===== config.mk =====
export PLATFORM = sky130hd
export DESIGN_NAME = bcsc_cfg_regs
export DESIGN_NICKNAME = d
export VERILOG_FILES = /design/src/hw/rtl/bcsc_pkg.sv /design/src/hw/rtl/bcsc_cfg_regs.sv
export SDC_FILE = /design/constraint.sdc
export NUM_CORES = 1
export LEC_CHECK = 0
export BUFFER_PORTS_ARGS = -buffer_cell sky130_fd_sc_hd__buf_2
export CAP_MARGIN = 5
export CORE_ASPECT_RATIO = 0.7
export CORE_MARGIN = 2
export CORE_UTILIZATION = 46
export DETAILED_ROUTE_END_ITERATION = 10
export GPL_TIMING_DRIVEN = 0
export PLACE_DENSITY = 0.8
export SLEW_MARGIN = 20
export SYNTH_ARGS = -nofsm -noshare
export SYNTH_HDL_FRONTEND = slang
export SYNTH_SLANG_ARGS = --single-unit

===== constraint.sdc =====
create_clock -name clk -period 1.35 [get_ports clk]
set_input_delay 0.2025 -clock clk [delete_from_list [all_inputs] [get_ports clk]]
set_output_delay 0.2025 -clock clk [all_outputs]
set_load 0.01 [all_outputs]

===== src/hw/rtl/bcsc_pkg.sv =====
// ----------------------------------------------------------------------------
// Bit column stream compactor package
// Shared widths, register indexes and the structs passed between modules.
// ----------------------------------------------------------------------------
package bcsc_pkg;

  localparam int WORD_W        = 64;
  localparam int FILL_W        = 6;
  localparam int NCNT_W        = 7;
  localparam int CFG_W         = 13;
  localparam int CFG_IDX_W     = 4;
  localparam int MAX_SHOTS_DEF = 4096;
  localparam int OUT_DEPTH     = 4;

  localparam logic [CFG_IDX_W-1:0] REG_LIVE_SHOTS    = CFG_IDX_W'(0);
  localparam logic [CFG_IDX_W-1:0] REG_EXPECTED_KEPT = CFG_IDX_W'(1);

  localparam logic [CFG_W-1:0] LIVE_SHOTS_RST    = CFG_W'(64);
  localparam logic [CFG_W-1:0] EXPECTED_KEPT_RST = CFG_W'(0);

  typedef struct packed {
    logic [CFG_W-1:0] live_shots;
    logic [CFG_W-1:0] expected_kept;
  } cfg_t;

  typedef struct packed {
    logic [WORD_W-1:0] packed_word;
    logic              final_word;
    logic              count_mismatch;
  } result_t;

  // Up to two results leave the packer for one column word.
  typedef struct packed {
    logic [1:0] cnt;
    result_t    r0;
    result_t    r1;
  } push_t;

endpackage


===== src/hw/rtl/bcsc_cfg_regs.sv =====
// ----------------------------------------------------------------------------
// Configuration registers
// Holds live_shots and expected_kept, written through the config channel.
// ----------------------------------------------------------------------------
module bcsc_cfg_regs (
  input  logic                           clk,
  input  logic                           rst,
  input  logic                           cfg_valid,
  output logic                           cfg_ready,
  input  logic [bcsc_pkg::CFG_IDX_W-1:0] cfg_index,
  input  logic [bcsc_pkg::CFG_W-1:0]     cfg_data,
  output bcsc_pkg::cfg_t                 cfg
);

  logic wr_en;

  assign cfg_ready = 1'b1;
  assign wr_en     = cfg_valid && cfg_ready;

  always_ff @(posedge clk) begin
    if (rst) begin
      cfg.live_shots    <= bcsc_pkg::LIVE_SHOTS_RST;
      cfg.expected_kept <= bcsc_pkg::EXPECTED_KEPT_RST;
    end else if (wr_en) begin
      unique case (cfg_index)
        bcsc_pkg::REG_LIVE_SHOTS:    cfg.live_shots    <= cfg_data;
        bcsc_pkg::REG_EXPECTED_KEPT: cfg.expected_kept <= cfg_data;
        default: ;
      endcase
    end
  end

endmodule


# After elaboration in Yosys (flattened, before gate mapping)
# Index checks and enable logic that the tools add are counted.
op_classes:
  n_eq_ne: 1
  reduce_logical: 3
op_table:
  columns: ["operator", "count"]
  rows:
  - ["== test 4 x 1 -> 1 bit (second input constant)", 1]
  - ["logical NOT 4 bit", 1]
  - ["AND reduction 2 bit", 2]
totals:
  regBits: 26
  in_bits: 20
  out_inout_bits: 27

# Depth between registers and ports, before layout
# Gate-level depths: netlist of run 1.
depth:
  ltp_word: 2
  ltp_mapped: 4

# Worst setup path before layout of run 1
# OpenSTA, ideal clock, no wires.
synth_path:
  path_kind: "input-to-reg"
  from: "input port cfg_index[1] in the netlist's numbering"
  to: "register cfg[13] in the netlist's numbering"
  setup_ps: 72
  arrival_time_ps: 1019
  required_ps: 1278
  slack_ps: 259
  path_stages: 4
  n_path_buf: 1
  cell_sequence: "nor4b_4 and2b_1 buf_6 mux2i_1"
synth_via:
  elab_chain_len: 2
synth_rtl:
  columns: ["item", "line_no", "source"]
  rows:
  - ["from (decl)", "bcsc_cfg_regs.sv:10", "input logic [bcsc_pkg::CFG_IDX_W-1:0] cfg_index,"]
  - ["logical NOT 4 bit", "bcsc_cfg_regs.sv:25", "unique case (cfg_index)"]
  - ["AND reduction 2 bit (no source line)", null, null]
  - ["to (decl)", "bcsc_cfg_regs.sv:12", "output bcsc_pkg::cfg_t cfg"]
# No other way between the ends.
# A chain may end at the register's enable or synchronous reset.

# Worst setup path in the final report of run 1
layout_path:
  from: "register cfg[12] in the netlist's numbering"
  to: "output port cfg[12] in the netlist's numbering"
# No word-level cell between the ends.

==> impl_metrics.toml, run 1 <==
[route]
m1WireLength_um = 1040
firstDrtPassIters = 4
wl_met2_um = 1110
ant_nets = 0
remaining_drc_errors = 0
highest_layer = "met3"
num_vias = 857
wl_per_cell_um = 12.4
vias_per_cell = 4.61
drt_iter0_markers = 21
met3WireLength_um = 156
wl_um = 2300

[global_routing]
antenna_found_initial = 0
grt.overflow.total = 0
grt_pass1_wl_um = 3860
grt_max_degree = 15
grt_pass1_vias = 860
grt.total_usage_pct = 18.1

[timing]
grt_setup_unrepaired = "no"
layout_setup_ws_ns = 0.328
tns_ns = 0
layout_min_cycle_time_ns = 1.02
timing.final.crit_share_pct = 75.7
drv_slew = 0
hold_ws_ns = 0.151
fmax_mhz = 978
skew_ns = 0
hold_violations = 0
setup_viol = 0

[cells_and_area]
largest_reg_flops = 26
multi_input_area_um2 = 558
fin_nets = 175
biggestRegsByFlops = "cfg: 26 flops"
n_fill_cell = 200
ff_latch_area_um2 = 520
regMostFlops = "cfg"
drive_gt1_share_pct = 35.7
antennaDiodeCount = 0
syn2layout_area_growth_pct = 26.4
stdcell_count = 186

[clock_network]
clockBufferDepth = 2
cts-root-buf = "clkbuf_4"
cts_tree = "done"
insertion_delay_ns = 0.31
cts_made_buffers = 3
htree_levels = 1
post-cts-setup-buffers = 0
cts_resized = 0
clk_pin_slew_ns = 0.13
ctsHoldBuffers = 0
cts.sinks = 26

[job]
maxCapViolCount = 0

[setup_path]
cp.arrival_ns = 0.82
setup.worst_path.start = "cfg[12]"
crit_fanout = 2
crit_chain = "buf_2"
cp_slowest_stage_delay_ns = 0.37
crit_path_top_delay_cell = "dfxtp_1"
crit_required_ns = 1.15
start_kind = "flop"
critPathKind = "reg2out"
reg2reg_to = "cfg[12]"
ff2ff_path_depth = 2
crit_cells = 1
end_kind = "primary output"
rr_startpoint = "cfg[12]"
endpoint = "cfg[12]"
critPathTopFamily = "flip-flops"
critPathBufInv = 1
rrSetupSlack_ns = 0.69

[synth]
ys_seq_elements = 26
synth_edf_count = 0
synthTopCellsByArea = "dfxtp_1 46%, mux2i_1 22%, nand2b_1 21%"
yosysMostFrequentCell = "nand2b_1"
async_flop_share_pct = 0
synth_area_um2 = 1120
synth_top_flop_cell = "dfxtp_1"
synth_top_cell_area_share_pct = 46.3
synth_cells = 106
synth_cell_types = 15
ys_seq_area_share_pct = 46.3
synthTopCellsByCount = "38 x nand2b_1, 26 x dfxtp_1, 25 x mux2i_1"
syn_avg_cell_area_um2 = 10.6
ys_warn_count = 0
synth_top_cell_by_area = "dfxtp_1"
synth.net_count = 126

[die]
dieWidth_um = 63.1
core_um2 = 2220
die_h_um = 45.4
start_util_pct = 50.6
dieArea_um2 = 2860
rows = 14
io_pins = 47

[status]
status = "complete, no violations"

[worst_hold_path]
hp-class = "in2reg"

[power_and_ir_drop]
power_density_nw_per_um2 = 904
p_leak_nw = 0.700
peakVddDrop_v = 0.000523
p_total_w = 0.00129

[placed_design]
gp_congestion = 0.753
dp_hpwl_um = 1780
io_buffer_count = 44
place_ws_ns = -0.0250
placed_cells = 182
[worst min-delay path by stage]
stage	slack [ns]	from	to	cells after the start
3_3_place_gp	0.46	cfg[13]	cfg[13]	2
6_report	0.15	cfg_data[10]	cfg[23]	3
4_1_cts	0.14	cfg_data[10]	cfg[23]	3
5_1_grt	0.14	cfg_data[10]	cfg[23]	3
3_5_place_dp	0.46	cfg[11]	cfg[11]	2
2_1_floorplan	0.37	cfg_data[6]	cfg[6]	2
[kinds of logic after synthesis]
group                  Yosys count  synth area share, %
other                            1                0.333
buffers and inverters            8                 4.11
and+or+nand+nor                 45                 26.6
AOI/OAI and AO/OA                1                0.445
DFF                             26                 46.3
muxes                           25                 22.2
[per-stage QoR]
| step | utilization (%) | area, µm² |
|---|---|---|
| global route | 63.9 | 1420 |
| finish | 63.9 | 1420 |
| CTS | 63.9 | 1420 |
| global placement | 62.3 | 1390 |
| floorplan | - | 1120 |
| detailed placement | 62.3 | 1390 |
[placed cells by master (no fill, tap or decap)]
master and n:
and2_2 1, and2b_1 1, buf_2 44, buf_4 2
buf_6 1, clkbuf_1 4, clkbuf_2 1, clkbuf_4 3
clkbuf_8 1, conb_1 1, dfxtp_1 26, mux2i_1 25
nand2_2 1, nand2b_1 38, nand4b_1 1, nor2_1 2
nor4b_4 1, o21ai_0 1
[where the power goes]
group | leakage [nW] | switching (W) | internal [W]
logic | 0.470 | 0.0000570 | 0.0000652
registers | 0.210 | 0.00000477 | 0.000777
clock network | 0.0210 | 0.000216 | 0.000165
total | 0.700 | 0.000278 | 0.00101
[final cells by class]
type | count | area share (%)
plain buffers | 8 | 3.26
multi-input cells | 72 | 39.3
clock buffers | 4 | 2.55
well taps | 32 | 2.82
flip-flops and latches | 26 | 36.6
repair buffers | 44 | 15.5
[routing by layer]
| metal | track usage, % | vias to the layer above |
|---|---|---|
| li1 | - | 439 |
| met1 | 20.9 | 388 |
| met2 | 33.4 | 30 |
| met3 | 6.68 | 0 |
| met4 | 2.67 | 0 |
| met5 | 0 | - |
(Power assumes the default switching activity.)
==> run 2: changes to the inputs <==
Settings changed: ABC_AREA set to 1, CORE_UTILIZATION 46 to 49, PLACE_DENSITY 0.8 to 0.81.
Clock period 1.35 ns to 1 ns, I/O delays scaled along.
==> impl_metrics.toml, run 2 <==
[route]
remaining_drc_errors = 0
wl_um = 2830
drt_iter0_markers = 38
num_vias = 1332
firstDrtPassIters = 4
vias_per_cell = 4.48
wl_per_cell_um = 9.53
ant_nets = 0

[synth]
ys_seq_area_share_pct = 38.4
synth_cell_types = 17
synth_top_cell_by_area = "dfxtp_1"
synth_cells = 215
synthTopCellsByArea = "dfxtp_1 38%, inv_1 17%, nand2_1 14%"
async_flop_share_pct = 0
synth_edf_count = 0
synthTopCellsByCount = "62 x inv_1, 52 x nand2_1, 26 x dfxtp_1, 26 x nand4_1, 26 x nor2_1"
syn_avg_cell_area_um2 = 6.31
synth_top_cell_area_share_pct = 38.4
ys_seq_elements = 26
ys_warn_count = 0
synth_area_um2 = 1360
yosysMostFrequentCell = "inv_1"
synth_top_flop_cell = "dfxtp_1"
synth.net_count = 235

[clock_network]
cts_tree = "done"
cts_resized = 0
clk_pin_slew_ns = 0.09
htree_levels = 1
cts-root-buf = "clkbuf_8"
clockBufferDepth = 2
post-cts-setup-buffers = 0
cts.sinks = 26
cts_made_buffers = 3
insertion_delay_ns = 0.26
ctsHoldBuffers = 0

[placed_design]
gp_congestion = 0.829
io_buffer_count = 44
dp_hpwl_um = 2160

[setup_path]
cp.arrival_ns = 0.75
crit_path_top_delay_cell = "dfxtp_1"
crit_required_ns = 0.85
rr_startpoint = "cfg[25]"
rrSetupSlack_ns = 0.38
critPathBufInv = 1
endpoint = "cfg[19]"
critPathKind = "reg2out"
reg2reg_to = "cfg[25]"
ff2ff_path_depth = 4
crit_chain = "buf_2"
cp_slowest_stage_delay_ns = 0.35
setup.worst_path.start = "cfg[19]"
end_kind = "primary output"
critPathTopFamily = "flip-flops"
crit_fanout = 2
start_kind = "flop"
crit_cells = 1

[die]
start_util_pct = 53.1
dieWidth_um = 66.9
core_um2 = 2550
dieArea_um2 = 3210
rows = 15
io_pins = 47
die_h_um = 48.0

[global_routing]
grt_pass1_vias = 1088
grt_max_degree = 16
grt.total_usage_pct = 18.7
grt_pass1_wl_um = 4530
antenna_found_initial = 0
grt.overflow.total = 0

[cells_and_area]
regMostFlops = "cfg"
syn2layout_area_growth_pct = 24.6
drive_gt1_share_pct = 24.7
largest_reg_flops = 26
fin_nets = 284
antennaDiodeCount = 0
mostFrequentLayoutCells = "62 x inv_1, 52 x nand2_1, 49 x buf_2"
biggestRegsByFlops = "cfg: 26 flops"
final_core_util_pct = 66.2
layout_commonest_cell = "inv_1"

[timing]
tns_ns = 0
grt_setup_unrepaired = "no"
hold_violations = 0
setup_viol = 0
layout_min_cycle_time_ns = 0.904
fmax_mhz = 1110
drv_slew = 0
timing.final.crit_share_pct = 90.4
skew_ns = 0

[worst_hold_path]
hp-class = "in2reg"

[power_and_ir_drop]
power_density_nw_per_um2 = 1310
p_leak_nw = 0.987
peakVddDrop_v = 0.000942
p_total_w = 0.00222

[job]
maxCapViolCount = 0

[status]
status = "complete, no violations"
## run 2: cell types whose count changed in the layout (fill, tap and decap cells not counted), moves of 24 or more
cell	change
nor2_1	+24
inv_1	+62
nand2b_1	-38
mux2i_1	-25
nand2_1	+52
nand4_1	+26
## run 2: logic make-up (layout without fill, tap and decap cells)
family                 after synthesis  count (layout)  share of synthesized area, %
AND/OR/NAND/NOR                    109             109                          37.4
other                                1               1                         0.276
buffers and inverters               79             127                          24.0
flip-flops                          26              26                          38.4
## run 2: stage by stage
| stage | area, µm² | hold WS, ns | std cells | setup slack, ns |
|---|---|---|---|---|
| 2_1_floorplan | 1360 | 0.327 | 215 | 0.132 |
| 6_report | 1690 | 0.190 | 297 | 0.0956 |
| 3_5_place_dp | 1620 | 0.461 | 293 | -0.0981 |
| 5_1_grt | 1690 | 0.205 | 297 | 0.0509 |
| 3_3_place_gp | 1620 | 0.448 | 293 | -0.0656 |
| 4_1_cts | 1690 | 0.190 | 297 | 0.0966 |
## run 2: routing by layer
metal | vias to the layer above | track usage, % | share of wire (%)
met1 | 559 | 25.5 | 50
li1 | 722 | - | -
met2 | 47 | 30.8 | 42
met5 | - | 0 | 0
met3 | 4 | 5.41 | 7.5
met4 | 0 | 2.86 | 0.57
## run 2: area by class of cell
class | count | area, µm²
sequential | 26 | 520
clock inverter | 1 | 30.0
multi-input combinational | 110 | 510
timing repair buffer | 44 | 220
inverter | 67 | 251
clock buffer | 3 | 41.3
fill | 240 | 862
tap | 34 | 42.5
buffer | 12 | 73.8
## run 2: worst min path at each step
stage,startpoint,end,slack [ns],cells after the start
6_report,cfg_data[6],cfg[19],0.19,3
3_5_place_dp,cfg[19],cfg[19],0.46,2
5_1_grt,cfg_data[6],cfg[19],0.20,3
3_3_place_gp,cfg[19],cfg[19],0.45,2
4_1_cts,cfg_data[6],cfg[19],0.19,3
2_1_floorplan,cfg_data[6],cfg[19],0.33,2
## run 2: worst min-delay path, delay by kind of cell
family	cells	cell delay (ns)
buf+inv	1	0.10
simple gates	2	0.19
## run 2: power breakdown
part	internal (W)	switching (W)
Clock	0.000536	0.000334
Sequential	0.00106	0.00000997
Combinational	0.000106	0.000177
==> run 3: changes to the inputs <==
Settings changed: CORE_UTILIZATION 49 to 53, PLACE_DENSITY 0.81 to 0.87.
Clock period 1 ns to 1.2 ns, I/O delays scaled along.
==> impl_metrics.toml, run 3 (synthesis gave the netlist of run 2 again) <==
[setup_path]
end_kind = "primary output"
rr_startpoint = "cfg[23]"
cp.arrival_ns = 0.81
setup.worst_path.start = "cfg[6]"
rrSetupSlack_ns = 0.57
crit_path_top_delay_cell = "dfxtp_1"
start_kind = "flop"
critPathTopFamily = "flip-flops"
ff2ff_path_depth = 4
crit_chain = "buf_2"
reg2reg_to = "cfg[23]"
endpoint = "cfg[6]"
critPathBufInv = 1
crit_fanout = 2
crit_cells = 1
crit_required_ns = 1.02
critPathKind = "reg2out"
cp_slowest_stage_delay_ns = 0.36

[clock_network]
post-cts-setup-buffers = 0
ctsHoldBuffers = 0
clk_pin_slew_ns = 0.14
insertion_delay_ns = 0.32
htree_levels = 1
cts-root-buf = "clkbuf_4"
cts_tree = "done"
cts_resized = 0
cts.sinks = 26
cts_made_buffers = 3
clockBufferDepth = 2

[placed_design]
gp_congestion = 0.850
dp_hpwl_um = 2180
io_buffer_count = 44

[cells_and_area]
largest_reg_flops = 26
drive_gt1_share_pct = 24.7
fin_nets = 284
n_fill_cell = 233
mostFrequentLayoutCells = "62 x inv_1, 52 x nand2_1, 49 x buf_2"
regMostFlops = "cfg"
layout_commonest_cell = "inv_1"
antennaDiodeCount = 0
syn2layout_area_growth_pct = 23.2
biggestRegsByFlops = "cfg: 26 flops"

[power_and_ir_drop]
p_leak_nw = 0.979
pwr-share-clk_pct = 34.8
pwr-share-seq_pct = 51.5
pwr-share-comb_pct = 13.7
p_total_w = 0.00173
p_switching_w = 0.000421
peakVddDrop_v = 0.000666
p_int_w = 0.00131
p_sw_share_pct = 24.3
power_density_nw_per_um2 = 1030

[status]
status = "complete, no violations"

[global_routing]
grt_pass1_wl_um = 4660
grt.total_usage_pct = 20.6
grt.overflow.total = 0
grt_max_degree = 16
antenna_found_initial = 0
grt_pass1_vias = 1096

[route]
num_vias = 1353
firstDrtPassIters = 4
wl_per_cell_um = 9.87
vias_per_cell = 4.56
ant_nets = 0
drt_iter0_markers = 52
remaining_drc_errors = 0
wl_um = 2930

[timing]
skew_ns = 0
tns_ns = 0
grt_setup_unrepaired = "no"
drv_slew = 0
fmax_mhz = 1010
setup_viol = 0
timing.final.crit_share_pct = 82.9
hold_violations = 0
layout_min_cycle_time_ns = 0.994

[die]
rows = 15
dieArea_um2 = 2990
core_um2 = 2440
start_util_pct = 55.6
die_h_um = 46.3
dieWidth_um = 64.5
io_pins = 47

[job]
maxCapViolCount = 0

[worst_hold_path]
hp-class = "in2reg"
-- run 3: cell count changes in the layout (fill, tap and decap cells not counted) --
cell and delta:
clkbuf_8 -3, clkbuf_4 +3
-- run 3: cell type report --
cell class / instances / area [µm²] / share of cell area (%)
inverter: 67 / 251 / 15.0
tap: 34 / 42.5 / 2.54
buffer: 12 / 73.8 / 4.42
sequential: 26 / 520 / 31.1
multi-input combinational: 110 / 510 / 30.5
clock buffer: 3 / 22.5 / 1.35
timing repair buffer: 44 / 220 / 13.2
clock inverter: 1 / 30.0 / 1.80
-- run 3: layer usage --
metal  wire length [µm]  part of all wire [%]  vias to the layer above  GRT usage [%]
met1               1380                    47                      584           25.9
met4                 26                  0.89                        0           5.96
met5                  0                     0                        -              0
met3                200                   6.8                        5           6.60
li1                   -                     -                      719              -
met2               1320                    45                       45           34.8
-- run 3: how the worst min path moves through the flow --
stage / start / endpoint / depth (start not counted)
after global routing: cfg_data[6] / cfg[19] / 3
final: cfg_data[6] / cfg[19] / 3
after CTS: cfg_data[6] / cfg[19] / 3
after floorplan: cfg_data[6] / cfg[19] / 2
after detailed placement: cfg[19] / cfg[19] / 2
after global placement: cfg[19] / cfg[19] / 2
-- run 3: power groups by stage --
stage / Combinational [W] / Clock [W] / Sequential [W]
floorplan: 0.000139 / 0 / 0.000920
global route: 0.000266 / 0.000645 / 0.000894
global placement: 0.000228 / 0 / 0.000909
finish: 0.000237 / 0.000602 / 0.000891
detailed placement: 0.000232 / 0 / 0.000910
CTS: 0.000236 / 0.000612 / 0.000891
-- run 3: stage by stage --
step	cell area [µm²]	setup WS, ns	utilization (%)	instances	hold WS [ns]
floorplan	1360	0.302	-	215	0.357
global placement	1620	0.107	66.4	293	0.448
detailed placement	1620	0.0879	66.4	293	0.466
CTS	1670	0.186	68.5	297	0.146
global route	1670	0.135	68.5	297	0.140
finish	1670	0.206	68.5	297	0.158
