File: config.mk
export PLATFORM = sky130hd
export DESIGN_NAME = bcsc_out_fifo
export DESIGN_NICKNAME = d
export VERILOG_FILES = /design/src/hw/rtl/bcsc_pkg.sv /design/src/hw/rtl/bcsc_out_fifo.sv
export SDC_FILE = /design/constraint.sdc
export NUM_CORES = 1
export LEC_CHECK = 0
export BUFFER_PORTS_ARGS = -buffer_cell sky130_fd_sc_hd__buf_4
export CAP_MARGIN = 10
export CORE_UTILIZATION = 57
export CTS_BUF_LIST = sky130_fd_sc_hd__clkbuf_4 sky130_fd_sc_hd__clkbuf_8 sky130_fd_sc_hd__clkbuf_16
export DETAILED_ROUTE_END_ITERATION = 12
export PLACE_DENSITY_LB_ADDON = 0.15
export SLEW_MARGIN = 10
export SYNTH_ARGS = -nofsm -noshare
export SYNTH_HDL_FRONTEND = slang
export SYNTH_SLANG_ARGS = --single-unit
File: constraint.sdc
create_clock -name clk -period 8.95 [get_ports clk]
set_clock_uncertainty 0.1 [all_clocks]
set_input_delay 1.79 -clock clk [delete_from_list [all_inputs] [get_ports clk]]
set_output_delay 1.79 -clock clk [all_outputs]
set_load 0.01 [all_outputs]
File: src/hw/rtl/bcsc_pkg.sv
// ----------------------------------------------------------------------------
// Bit column stream compactor package
// Shared widths, register indexes and the structs passed between modules.
// ----------------------------------------------------------------------------
package bcsc_pkg;

  localparam int WORD_W        = 64;
  localparam int FILL_W        = 6;
  localparam int NCNT_W        = 7;
  localparam int CFG_W         = 13;
  localparam int CFG_IDX_W     = 4;
  localparam int MAX_SHOTS_DEF = 4096;
  localparam int OUT_DEPTH     = 4;

  localparam logic [CFG_IDX_W-1:0] REG_LIVE_SHOTS    = CFG_IDX_W'(0);
  localparam logic [CFG_IDX_W-1:0] REG_EXPECTED_KEPT = CFG_IDX_W'(1);

  localparam logic [CFG_W-1:0] LIVE_SHOTS_RST    = CFG_W'(64);
  localparam logic [CFG_W-1:0] EXPECTED_KEPT_RST = CFG_W'(0);

  typedef struct packed {
    logic [CFG_W-1:0] live_shots;
    logic [CFG_W-1:0] expected_kept;
  } cfg_t;

  typedef struct packed {
    logic [WORD_W-1:0] packed_word;
    logic              final_word;
    logic              count_mismatch;
  } result_t;

  // Up to two results leave the packer for one column word.
  typedef struct packed {
    logic [1:0] cnt;
    result_t    r0;
    result_t    r1;
  } push_t;

endpackage

File: src/hw/rtl/bcsc_out_fifo.sv
// ----------------------------------------------------------------------------
// Result queue
// Small queue that takes up to two results per cycle and hands out one.
// ----------------------------------------------------------------------------
module bcsc_out_fifo (
  input  logic                        clk,
  input  logic                        rst,
  input  bcsc_pkg::push_t             push,
  output logic                        room,
  output logic                        out_valid,
  input  logic                        out_ready,
  output logic [bcsc_pkg::WORD_W-1:0] packed_word,
  output logic                        final_word,
  output logic                        count_mismatch
);

  localparam int DEPTH = bcsc_pkg::OUT_DEPTH;
  localparam int PTR_W = $clog2(DEPTH);
  localparam int CF_W  = $clog2(DEPTH + 1);

  bcsc_pkg::result_t mem [0:DEPTH-1];

  logic [PTR_W-1:0] wptr;
  logic [PTR_W-1:0] rptr;
  logic [CF_W-1:0]  count;
  logic             pop;

  assign out_valid = count != '0;
  assign pop       = out_valid && out_ready;

  // Room for the worst case of two results, counting a slot freed this cycle.
  assign room = ((CF_W + 1)'(count) + (CF_W + 1)'(2)) <=
                ((CF_W + 1)'(DEPTH) + (CF_W + 1)'(pop));

  always_ff @(posedge clk) begin
    if (push.cnt != 2'd0) begin
      mem[wptr] <= push.r0;
    end
    if (push.cnt == 2'd2) begin
      mem[wptr + PTR_W'(1)] <= push.r1;
    end
  end

  always_ff @(posedge clk) begin
    if (rst) begin
      wptr  <= '0;
      rptr  <= '0;
      count <= '0;
    end else begin
      wptr  <= wptr + PTR_W'(push.cnt);
      rptr  <= rptr + PTR_W'(pop);
      count <= count + CF_W'(push.cnt) - CF_W'(pop);
    end
  end

  assign packed_word    = mem[rptr].packed_word;
  assign final_word     = mem[rptr].final_word;
  assign count_mismatch = mem[rptr].count_mismatch;

endmodule

==> Word-level counts from Yosys, hierarchy flattened <==
Memory sizes are Yosys's and may differ from the RTL's. A register that Yosys moved wholly into a read port is not among the register bits.
Index checks and enable logic that the tools add are counted.
{ "classes": {"add_sub_neg": 7, "magnitude_cmp": 1, "eq_ne": 1, "n_mux": 5, "reduce_logical": 3} }
{ "op_table": {"columns": ["operator", "n"], "rows": [
  ["$add A3 B1 Y4 const A", 1],
  ["$add A3 B2 Y4 const B", 1],
  ["$le A4 B4 Y1", 1],
  ["$mux W1", 4],
  ["$add A3 B2 Y3", 1],
  ["$reduce_bool A3 Y1", 1],
  ["$sub A3 B1 Y3", 1],
  ["$add A2 B1 Y2", 1],
  ["$add A2 B1 Y2 const B", 1],
  ["$add A2 B2 Y2", 1],
  ["$eq A2 B2 Y1 const B", 1],
  ["$mux W2", 1],
  ["$reduce_bool A2 Y1", 1],
  ["$logic_and A1 B1 Y1", 1]
]} }
{ "word_totals": {"regBits": 7, "mem_bits_rw": 264, "inputBits": 137, "output_inout_bits": 68, "memories": 1} }
{ "mem_list": {"columns": ["name", "words", "word_bits", "rd", "rd_ports_with_merged_regs", "write_ports", "line_no", "source"], "rows": [
  ["mem", 4, 66, 1, 1, 2, "bcsc_out_fifo.sv:21", "bcsc_pkg::result_t mem [0:DEPTH-1];"]
]} }

==> Logic depth before layout (Yosys ltp) <==
Gate-level depths: netlist (run 1).
{ "depth": {"word_depth": 4, "ltp_mapped": 8, "depth_no_buf": 8} }

==> Worst setup path after synthesis (run 1) <==
Ideal clock, no wire load.
{ "synth_path": {"path_type": "input to register", "start": "input push[132] (netlist name)", "end": "memory mem[0][0] (netlist name) (enable)", "arrival_time_ps": 6707, "required_time_ps": 8262, "setup_slack_ps": 1555, "path_stages": 2, "n_path_buf": 0, "path_cell_list": "nor2_1 o31ai_1"} }
{ "synth_rtl": {"columns": ["element", "line_no", "source"], "rows": [
  ["from (decl)", "bcsc_out_fifo.sv:8", "input bcsc_pkg::push_t push,"],
  ["to (decl)", "bcsc_out_fifo.sv:21", null]
]} }

==> run metrics, run 1 <==
utilization after layout a little over two thirds; Unique masters post-synth 34; Synth warnings 0; dpl hpwl between 15,000 and 20,000 µm; Worst VDD drop 0.196 mV; CTS buffer count 29; DP Area around 15,000 µm²; Via density 5.87; initial drt markers about 400; final wirelength approximately 29,000 µm; Initial Util between 50% and 60%; nature of the critical path endpoint output port; Commonest cells post-synth edfxtp_1, mux2_2, mux4_2, mux2_4, buf_2; GR Util met2 about 41%; cts repair resizes 0; register area share after synthesis 60.6%; vias in the first global route between 7,000 and 8,000; final antenna-violating net count 0; area grow syn2layout 20.2%; final setup fails 0; # fillers roughly 1,500; First-pass DRT Iterations 4; kind of critical path reg -> out; Mapped Cells slightly below 700; Mapped Avg Cell Area 19.3 µm²; post-DR wirelength/cell about 23 µm; antenna diode count 0; DRC 0; I/O pin count 205; crit path max fanout 35; CTS clock-pin slew for the worst setup and hold paths ~0.06 ns; die width 155 µm; Post-CTS Hold Fix Bufs 0; met1 Resource Use GR about a third; CTS Buffer Depth 3; grt total ovfl 0; Port-buffer cells just over 200; Root Buffer clkbuf_16; top_reg_cell synth edfxtp_1; pin count of the biggest net entering global routing 68; PD cells ~240 nW/µm²; share of layout cells above drive strength 1 between 60% and 70%; first-pass GRT wire length ~44,000 µm; Final min period around 4.8 ns; Core Footprint 22,800 µm²; die area 24,000 µm²; delay-heaviest family, CP buffers and inverters; crit path buf inv count 2; max-cap viol count 0; met3 Usage GRT ~4.5%; top cells by area, synth edfxtp_1, mux2_2, mux4_2; Sink Count roughly 270; Yosys top cell by area edfxtp_1; Yosys top cell area share between 50% and 60%; slowest CP cell dfxtp_4; most used cell, CP buf_4; num rows 55; Post-Place Cells about 1,200; status finished, final reports clean; Finished Layout Cells roughly 1,200; synthesis-stage register bit count 271; Worst-Margin Slew about 1.1 ns; CP Cell Sequence buf_4, mux4_2, buf_4; initial antenna violation count 0; CP startpoint kind flip-flop; crit path DAT 2.93 ns; ys async rst share 0%; Leak 5.64 nW; final slew viol count 0; Post-CTS Setup Bufs 0; worst setup margin slightly above 4 ns; Most Used Layer, Global Route met2; Post-Place Setup Slack ~4.1 ns; Worst-Skew Late Latency about 0.54 ns; Hold Path Class reg -> reg; total track usage 24.5%; vias just over 7,000; die height between 150 and 200 µm; Layout Nets 1,032; Fin. Hold Viols 0; fmax ~210 MHz; total power 3.77 mW; Final Cycle Share 53.9%; htree depth 1; CP max stage delay between 0.8 and 0.9 ns; syn_nets between 800 and 900; CTS tree done; Design Area, Final roughly 16,000 µm²; Post-synth EDFFs around 260; WP data required 7.06 ns; worst hold slack around 0.53 ns; setup TNS 0 ns; most common cell in the netlist edfxtp_1; Final GP Congestion 0.740; RSZ-0062 raised after global routing false; Netlist Area Pre-Place about 13,000 µm²; Slew Limit Headroom between 20% and 30%
[layer usage]
layer	wire length (µm)	vias up	share of wire, %
met1	11600	3668	40
met3	2170	38	7.6
met4	621	0	2.2
li1	-	3233	-
met2	14200	256	50
met5	0	-	0
[cells by family (layout without fill, tap and decap cells)]
logic type / Yosys count / in the layout / share of synthesized area [%]
multiplexers: 330 / 330 / 34.3
flip-flops: 271 / 271 / 60.6
buffers and inverters: 49 / 271 / 2.73
AND/OR/NAND/NOR: 23 / 23 / 1.06
AO/OA/AOI/OAI: 7 / 7 / 0.367
adder cells (fa/ha/maj): 5 / 5 / 0.527
XOR/XNOR: 5 / 5 / 0.329
[layout by cell type, fill, tap and decap left out, drive strengths merged, types with 4 or more instances in the layout]
cell and count:
edfxtp 264, mux2 264, buf 214, mux4 66, clkbuf 31, clkinv 14
nor2 7, dfxtp 7, bufinv 5, inv 5, nor2b 5, xor2 4
ha 4
[worst reg2reg max path, stage by stage, from the launching register on]
cell and delay, ns:
dfxtp_1 0.48, and3b_4 0.58, buf_4 0.82, a21o_4 0.83
[area by class of cell]
type                            instances  area, µm²  area share [%]
Clock buffer                           31        741            4.63
Clock inverter                         22        235            1.47
Inverter                                4       15.0          0.0939
Multi-Input combinational cell        370       4930            30.8
Sequential cell                       271       8080            50.5
Tap cell                              313        392            2.45
Timing Repair Buffer                  214       1610            10.0
[registers in the layout, indices dropped and copies added (netlist names)]
signal  count
mem       264
count       3
rptr        2
wptr        2
[where the power goes]
group          internal, mW  switching [mW]  total [mW]
Sequential             1.56           0.100        1.66
Clock                 0.740           0.480        1.22
Combinational         0.502           0.392       0.895
[final timing paths]
kind                            startpoint        endpoint  slack, ns  depth (start not counted)
worst max-delay path               rptr[0]  packed_word[5]       4.13                          3
worst min-delay path              count[2]        count[2]       0.53                          2
worst max register to register     wptr[1]      mem[2][36]       5.71                          3
worst min register to register    count[2]        count[2]       0.53                          2
No activity file was read; power rests on OpenSTA's default activity.
==> run 2: changes to the inputs <==
==> constraint.sdc (replaced) <==
create_clock -name clk -period 4.8 [get_ports clk]
set_clock_uncertainty 0.1 [all_clocks]
set_input_delay 0.96 -clock clk [delete_from_list [all_inputs] [get_ports clk]]
set_output_delay 0.96 -clock clk [all_outputs]
set_load 0.01 [all_outputs]
==> run metrics, run 2 (synthesized netlist as in run 1, its figures left out) <==
Worst-Skew Late Latency between 0.5 and 0.6 ns; pin count of the biggest net entering global routing a little under 70; Largest register FFs 264; Comb power frac between 20% and 30%; final wirelength slightly below 30,000 µm; DRC 0; Leak between 5 and 6 nW; kind of critical path reg -> out; Final Cycle Share ~74%; switch share between 20% and 30%; RSZ-0062 raised after global routing false; Final min period about 3.6 ns; NetSw 1.82 mW; cell internal pwr 5.23 mW; CTS Buffer Depth 3; Sink Count 271; PD cells ~440 nW/µm²; antenna diode count 0; share of layout cells above drive strength 1 between 60% and 70%; Worst-Margin Slew 1.09 ns; Worst VDD drop roughly 0.36 mV; Via density 5.90; Port-buffer cells between 200 and 250; htree depth 1; Fin. Hold Viols 0; Design Area, Final between 15,000 and 20,000 µm²; setup TNS 0 ns; Final GP Congestion 0.726; total track usage 25.0%; Post-Place Cells between 1,000 and 1,500; slowest CP cell dfxtp_4; Post-CTS Hold Fix Bufs 0; final slew viol count 0; area grow syn2layout 20.6%; status finished, final reports clean; fmax between 200 and 300 MHz; First-pass DRT Iterations 4; largest registers mem (264), count (3); max-cap viol count 0; DP Area about 15,000 µm²; Slew Limit Headroom between 20 and 30%; Root Buffer clkbuf_16; die height around 150 µm; Finished Layout Cells 1,229; CP max stage delay ~0.81 ns; Layout Nets just over 1,000; first-pass GRT wire length between 40,000 and 50,000 µm; Top reg by flops mem; num rows 55; CTS buffer count 29; Core Footprint 22,800 µm²; worst hold slack between 0.4 and 0.5 ns; WP data required between 3 and 4 ns; Clock power frac about a third; most common cell after layout, fill and taps aside edfxtp_1; nature of the critical path endpoint output port; Initial Util about three fifths; initial antenna violation count 0; initial drt markers between 300 and 400; grt total ovfl 0; crit path max fanout 36; post-DR wirelength/cell about 24 µm; delay-heaviest family, CP flip-flops; die area 24,000 µm²; cts repair resizes 0; die width 155 µm; Post-CTS Setup Bufs 0; vias 7,253; vias in the first global route a little over 8,000; dpl hpwl approximately 17,000 µm; crit path DAT between 2 and 3 ns; CTS clock-pin slew for the worst setup and hold paths 0.06 ns; I/O pin count roughly 210; final antenna-violating net count 0; CTS tree done; crit path buf inv count 2; sequential share of power a little over two fifths; CP Cell Sequence buf_12, mux4_2, buf_4; CP startpoint kind flip-flop; Hold Path Class reg -> reg; most frequent cells in the layout edfxtp_1, mux2_2, buf_4; final setup fails 0
## run 2: layout make-up
type	count	area, µm²
sequential	271	8080
fill	1500	6740
multi-input combinational	370	4930
timing repair buffer	218	1650
clock buffer	36	791
tap	313	392
clock inverter	17	188
inverter	4	15.0
## run 2: metrics by stage
step,worst slack (ns),utilization (%),power [mW]
6_report,1.22,70.4,7.05
5_1_grt,1.06,70.4,7.32
4_1_cts,1.14,70.4,7.11
3_5_place_dp,1.60,66.1,4.84
3_3_place_gp,1.62,66.1,4.79
2_1_floorplan,0.0715,-,4.10
## run 2: per-layer routing
metal | up-vias | global-route usage, % | routed length, µm
met5 | - | 0 | 0
met4 | 0 | 8.20 | 649
met3 | 46 | 5.16 | 2110
met2 | 269 | 42.9 | 15000
met1 | 3705 | 31.8 | 11700
li1 | 3233 | - | -
## run 2: final timing paths
path	start	end	slack, ns	cells past startpoint
setup / recovery	rptr[0]	packed_word[7]	1.22	3
setup reg to reg	wptr[1]	mem[3][30]	2.18	3
hold reg to reg	count[2]	count[2]	0.48	2
hold / removal	count[2]	count[2]	0.48	2
## run 2: tightest hold or removal path, delay by kind of cell (launching register included)
family           cells  cell delay [ns]
DFF                  1             0.37
and+or+nand+nor      2             0.17
## run 2: power groups by stage
stage                     Clock (mW)  Combinational [mW]  Sequential [mW]
after floorplan                    0                1.09             3.01
after global placement             0                1.67             3.13
after detailed placement           0                1.70             3.15
after CTS                       2.30                1.71             3.10
after global routing            2.39                1.81             3.13
final                           2.27                1.69             3.09
==> run 3: changes to the inputs <==
--- a/config.mk
+++ b/config.mk
@@ -5,9 +5,10 @@
 export SDC_FILE = /design/constraint.sdc
 export NUM_CORES = 1
 export LEC_CHECK = 0
+export ABC_AREA = 1
 export BUFFER_PORTS_ARGS = -buffer_cell sky130_fd_sc_hd__buf_4
 export CAP_MARGIN = 10
-export CORE_UTILIZATION = 57
+export CORE_UTILIZATION = 52
 export CTS_BUF_LIST = sky130_fd_sc_hd__clkbuf_4 sky130_fd_sc_hd__clkbuf_8 sky130_fd_sc_hd__clkbuf_16
 export DETAILED_ROUTE_END_ITERATION = 12
 export PLACE_DENSITY_LB_ADDON = 0.15
==> constraint.sdc (replaced) <==
create_clock -name clk -period 3.25 [get_ports clk]
set_clock_uncertainty 0.1 [all_clocks]
set_input_delay 0.65 -clock clk [delete_from_list [all_inputs] [get_ports clk]]
set_output_delay 0.65 -clock clk [all_outputs]
set_load 0.01 [all_outputs]
==> run metrics, run 3 <==
Unique masters post-synth 28; Mapped Avg Cell Area 9.57 µm²; crit path DAT 2.33 ns; most frequent cells in the layout nand2_1, edfxtp_1, buf_4; Root Buffer clkbuf_16; hold endpoint count[1]; initial antenna violation count 1; Yosys top cell by area edfxtp_1; CTS Buffer Depth 3; num rows 57; utilization after layout between 60% and 70%; Finished Layout Cells approximately 1,900; total power between 10 and 15 mW; ys async rst share 0%; dpl hpwl 18,800 µm; die height approximately 160 µm; Clock power frac roughly 31%; Mapped Cells between 1,000 and 1,500; Crit Reg-Reg Endpoint mem[1][30]; Largest register FFs between 200 and 300; Initial Util a little over half; Yosys top cell area share between 60 and 70%; pin count of the biggest net entering global routing roughly 130; Post-Place Setup Slack about 0.75 ns; crit path max fanout 52; first-pass GRT wire length around 52,000 µm; Commonest cells post-synth nand2_1, edfxtp_1, o21ai_0, o21ai_1, nor2_1; final wirelength ~33,000 µm; cts repair resizes 0; Fin. Hold Viols 0; reg-to-reg slack, setup about 1.0 ns; syn_nets 1,502; CTS tree done; NetSw 3.00 mW; Leak 6.60 nW; setup TNS 0 ns; vias between 10,000 and 15,000; Post-CTS Hold Fix Bufs 0; Layout Nets ~1,700; max-cap viol count 0; worst hold path depth 2; cell internal pwr roughly 7 mW; final slew viol count 0; largest registers mem (264), count (3); final setup fails 0; FF-to-FF Start wptr[0]; Post-Place Cells ~1,800; vias in the first global route a little over 10,000; share of layout cells above drive strength 1 19.0%; PD cells around 640 nW/µm²; Hold Startpoint rst; DRC 0; First-pass DRT Iterations 5; Worst VDD drop between 0.4 and 0.5 mV; post-DR wirelength/cell about 18 µm; Final min period about 3.1 ns; Netlist Area Pre-Place between 10,000 and 15,000 µm²; Core Footprint 24,500 µm²; WP data required ~2.5 ns; switch share 29.6%; Top reg by flops mem; Reg2Reg Depth 5; # fillers just under 2,000; Synth warnings 0; I/O pin count 205; total track usage 25.7%; top cells by area, synth edfxtp_1, nand2_1, o21ai_0; most common cell in the netlist nand2_1; Via density approximately 5.6; Worst-Skew Late Latency around 0.54 ns; die area roughly 26,000 µm²; top_reg_cell synth edfxtp_1; grt total ovfl 0; Worst-Margin Slew roughly 0.84 ns; status finished, final reports clean; Post-CTS Setup Bufs 0; die width between 150 and 200 µm; CTS buffer count 28; most common cell after layout, fill and taps aside nand2_1; Final Cycle Share 94.8%; RSZ-0062 raised after global routing false; synthesis-stage register bit count around 270; Post-synth EDFFs 264; final antenna-violating net count 0; Comb power frac 25.7%; fmax between 300 and 400 MHz; htree depth 1; CTS clock-pin slew for the worst setup and hold paths 0.06 ns; Final GP Congestion slightly below 0.8; Port-buffer cells between 200 and 250; area grow syn2layout 21.0%; CP startpoint kind flip-flop; Slew Limit Headroom a little over two fifths; Hold Path Class in -> reg; worst setup margin about 0.17 ns; register area share after synthesis between 60 and 70%; Sink Count about 270; nature of the critical path endpoint output port; sequential share of power approximately 43%; kind of critical path reg -> out; initial drt markers a little over 800
[run 3: cell type report]
| class | instances | area, µm² | area share [%] |
|---|---|---|---|
| flip-flops and latches | 271 | 8070 | 51.2 |
| multi-input cells | 910 | 4250 | 27.0 |
| repair buffers | 226 | 1810 | 11.5 |
| clock buffers | 39 | 826 | 5.24 |
| well taps | 324 | 405 | 2.57 |
| inverters | 80 | 303 | 1.92 |
| clock inverters | 12 | 88.8 | 0.564 |
| diodes | 1 | 2.50 | 0.0159 |
[run 3: worst max-delay path, stage by stage, from the launching register on]
cell	delay [ns]
dfxtp_4	0.47
inv_4	0.50
buf_4	0.33
o21ai_0	0.10
o22ai_1	0.20
buf_4	0.17
[run 3: kinds of logic after synthesis]
family                   after synthesis  share of synthesized area (%)
AO/OA/AOI/OAI                        465                           18.5
XOR/XNOR                               2                          0.135
flip-flops                           271                           62.0
adder cells (fa/ha/maj)                5                          0.538
AND/OR/NAND/NOR                      438                           13.0
buffers and inverters                179                           5.83
[run 3: power groups by stage]
| stage | Clock [mW] | Sequential (mW) | Combinational (mW) |
|---|---|---|---|
| 6_report | 3.15 | 4.38 | 2.60 |
| 5_1_grt | 3.33 | 4.42 | 2.86 |
| 4_1_cts | 3.19 | 4.38 | 2.62 |
| 3_5_place_dp | 0 | 4.45 | 2.61 |
| 3_3_place_gp | 0 | 4.45 | 2.56 |
| 2_1_floorplan | 0 | 4.41 | 1.44 |
[run 3: per-layer routing]
| metal | global-route usage (%) | part of all wire (%) | vias to the layer above |
|---|---|---|---|
| met5 | 0 | 0 | - |
| met4 | 9.91 | 3.2 | 0 |
| met3 | 3.97 | 8.6 | 78 |
| met2 | 42.8 | 48 | 444 |
| met1 | 34.0 | 40 | 4847 |
| li1 | - | - | 5081 |
[run 3: worst max path at each step]
| stage | from | to | slack (ns) | cells after the start |
|---|---|---|---|---|
| after detailed placement | rptr[0] | packed_word[62] | 0.75 | 5 |
| after global placement | rptr[0] | packed_word[62] | 0.77 | 5 |
| final | rptr[0] | packed_word[62] | 0.17 | 5 |
| after global routing | rptr[0] | packed_word[28] | 0.03 | 5 |
| after floorplan | push[133] | mem[0][0] | 0.14 | 5 |
| after CTS | rptr[0] | packed_word[62] | 0.18 | 5 |
[run 3: metrics by stage]
stage | area, µm² | hold WS, ns
after floorplan | 13000 | 0.394
after global placement | 14800 | 0.418
after detailed placement | 14800 | 0.430
after CTS | 15800 | 0.178
after global routing | 15800 | 0.191
final | 15800 | 0.199
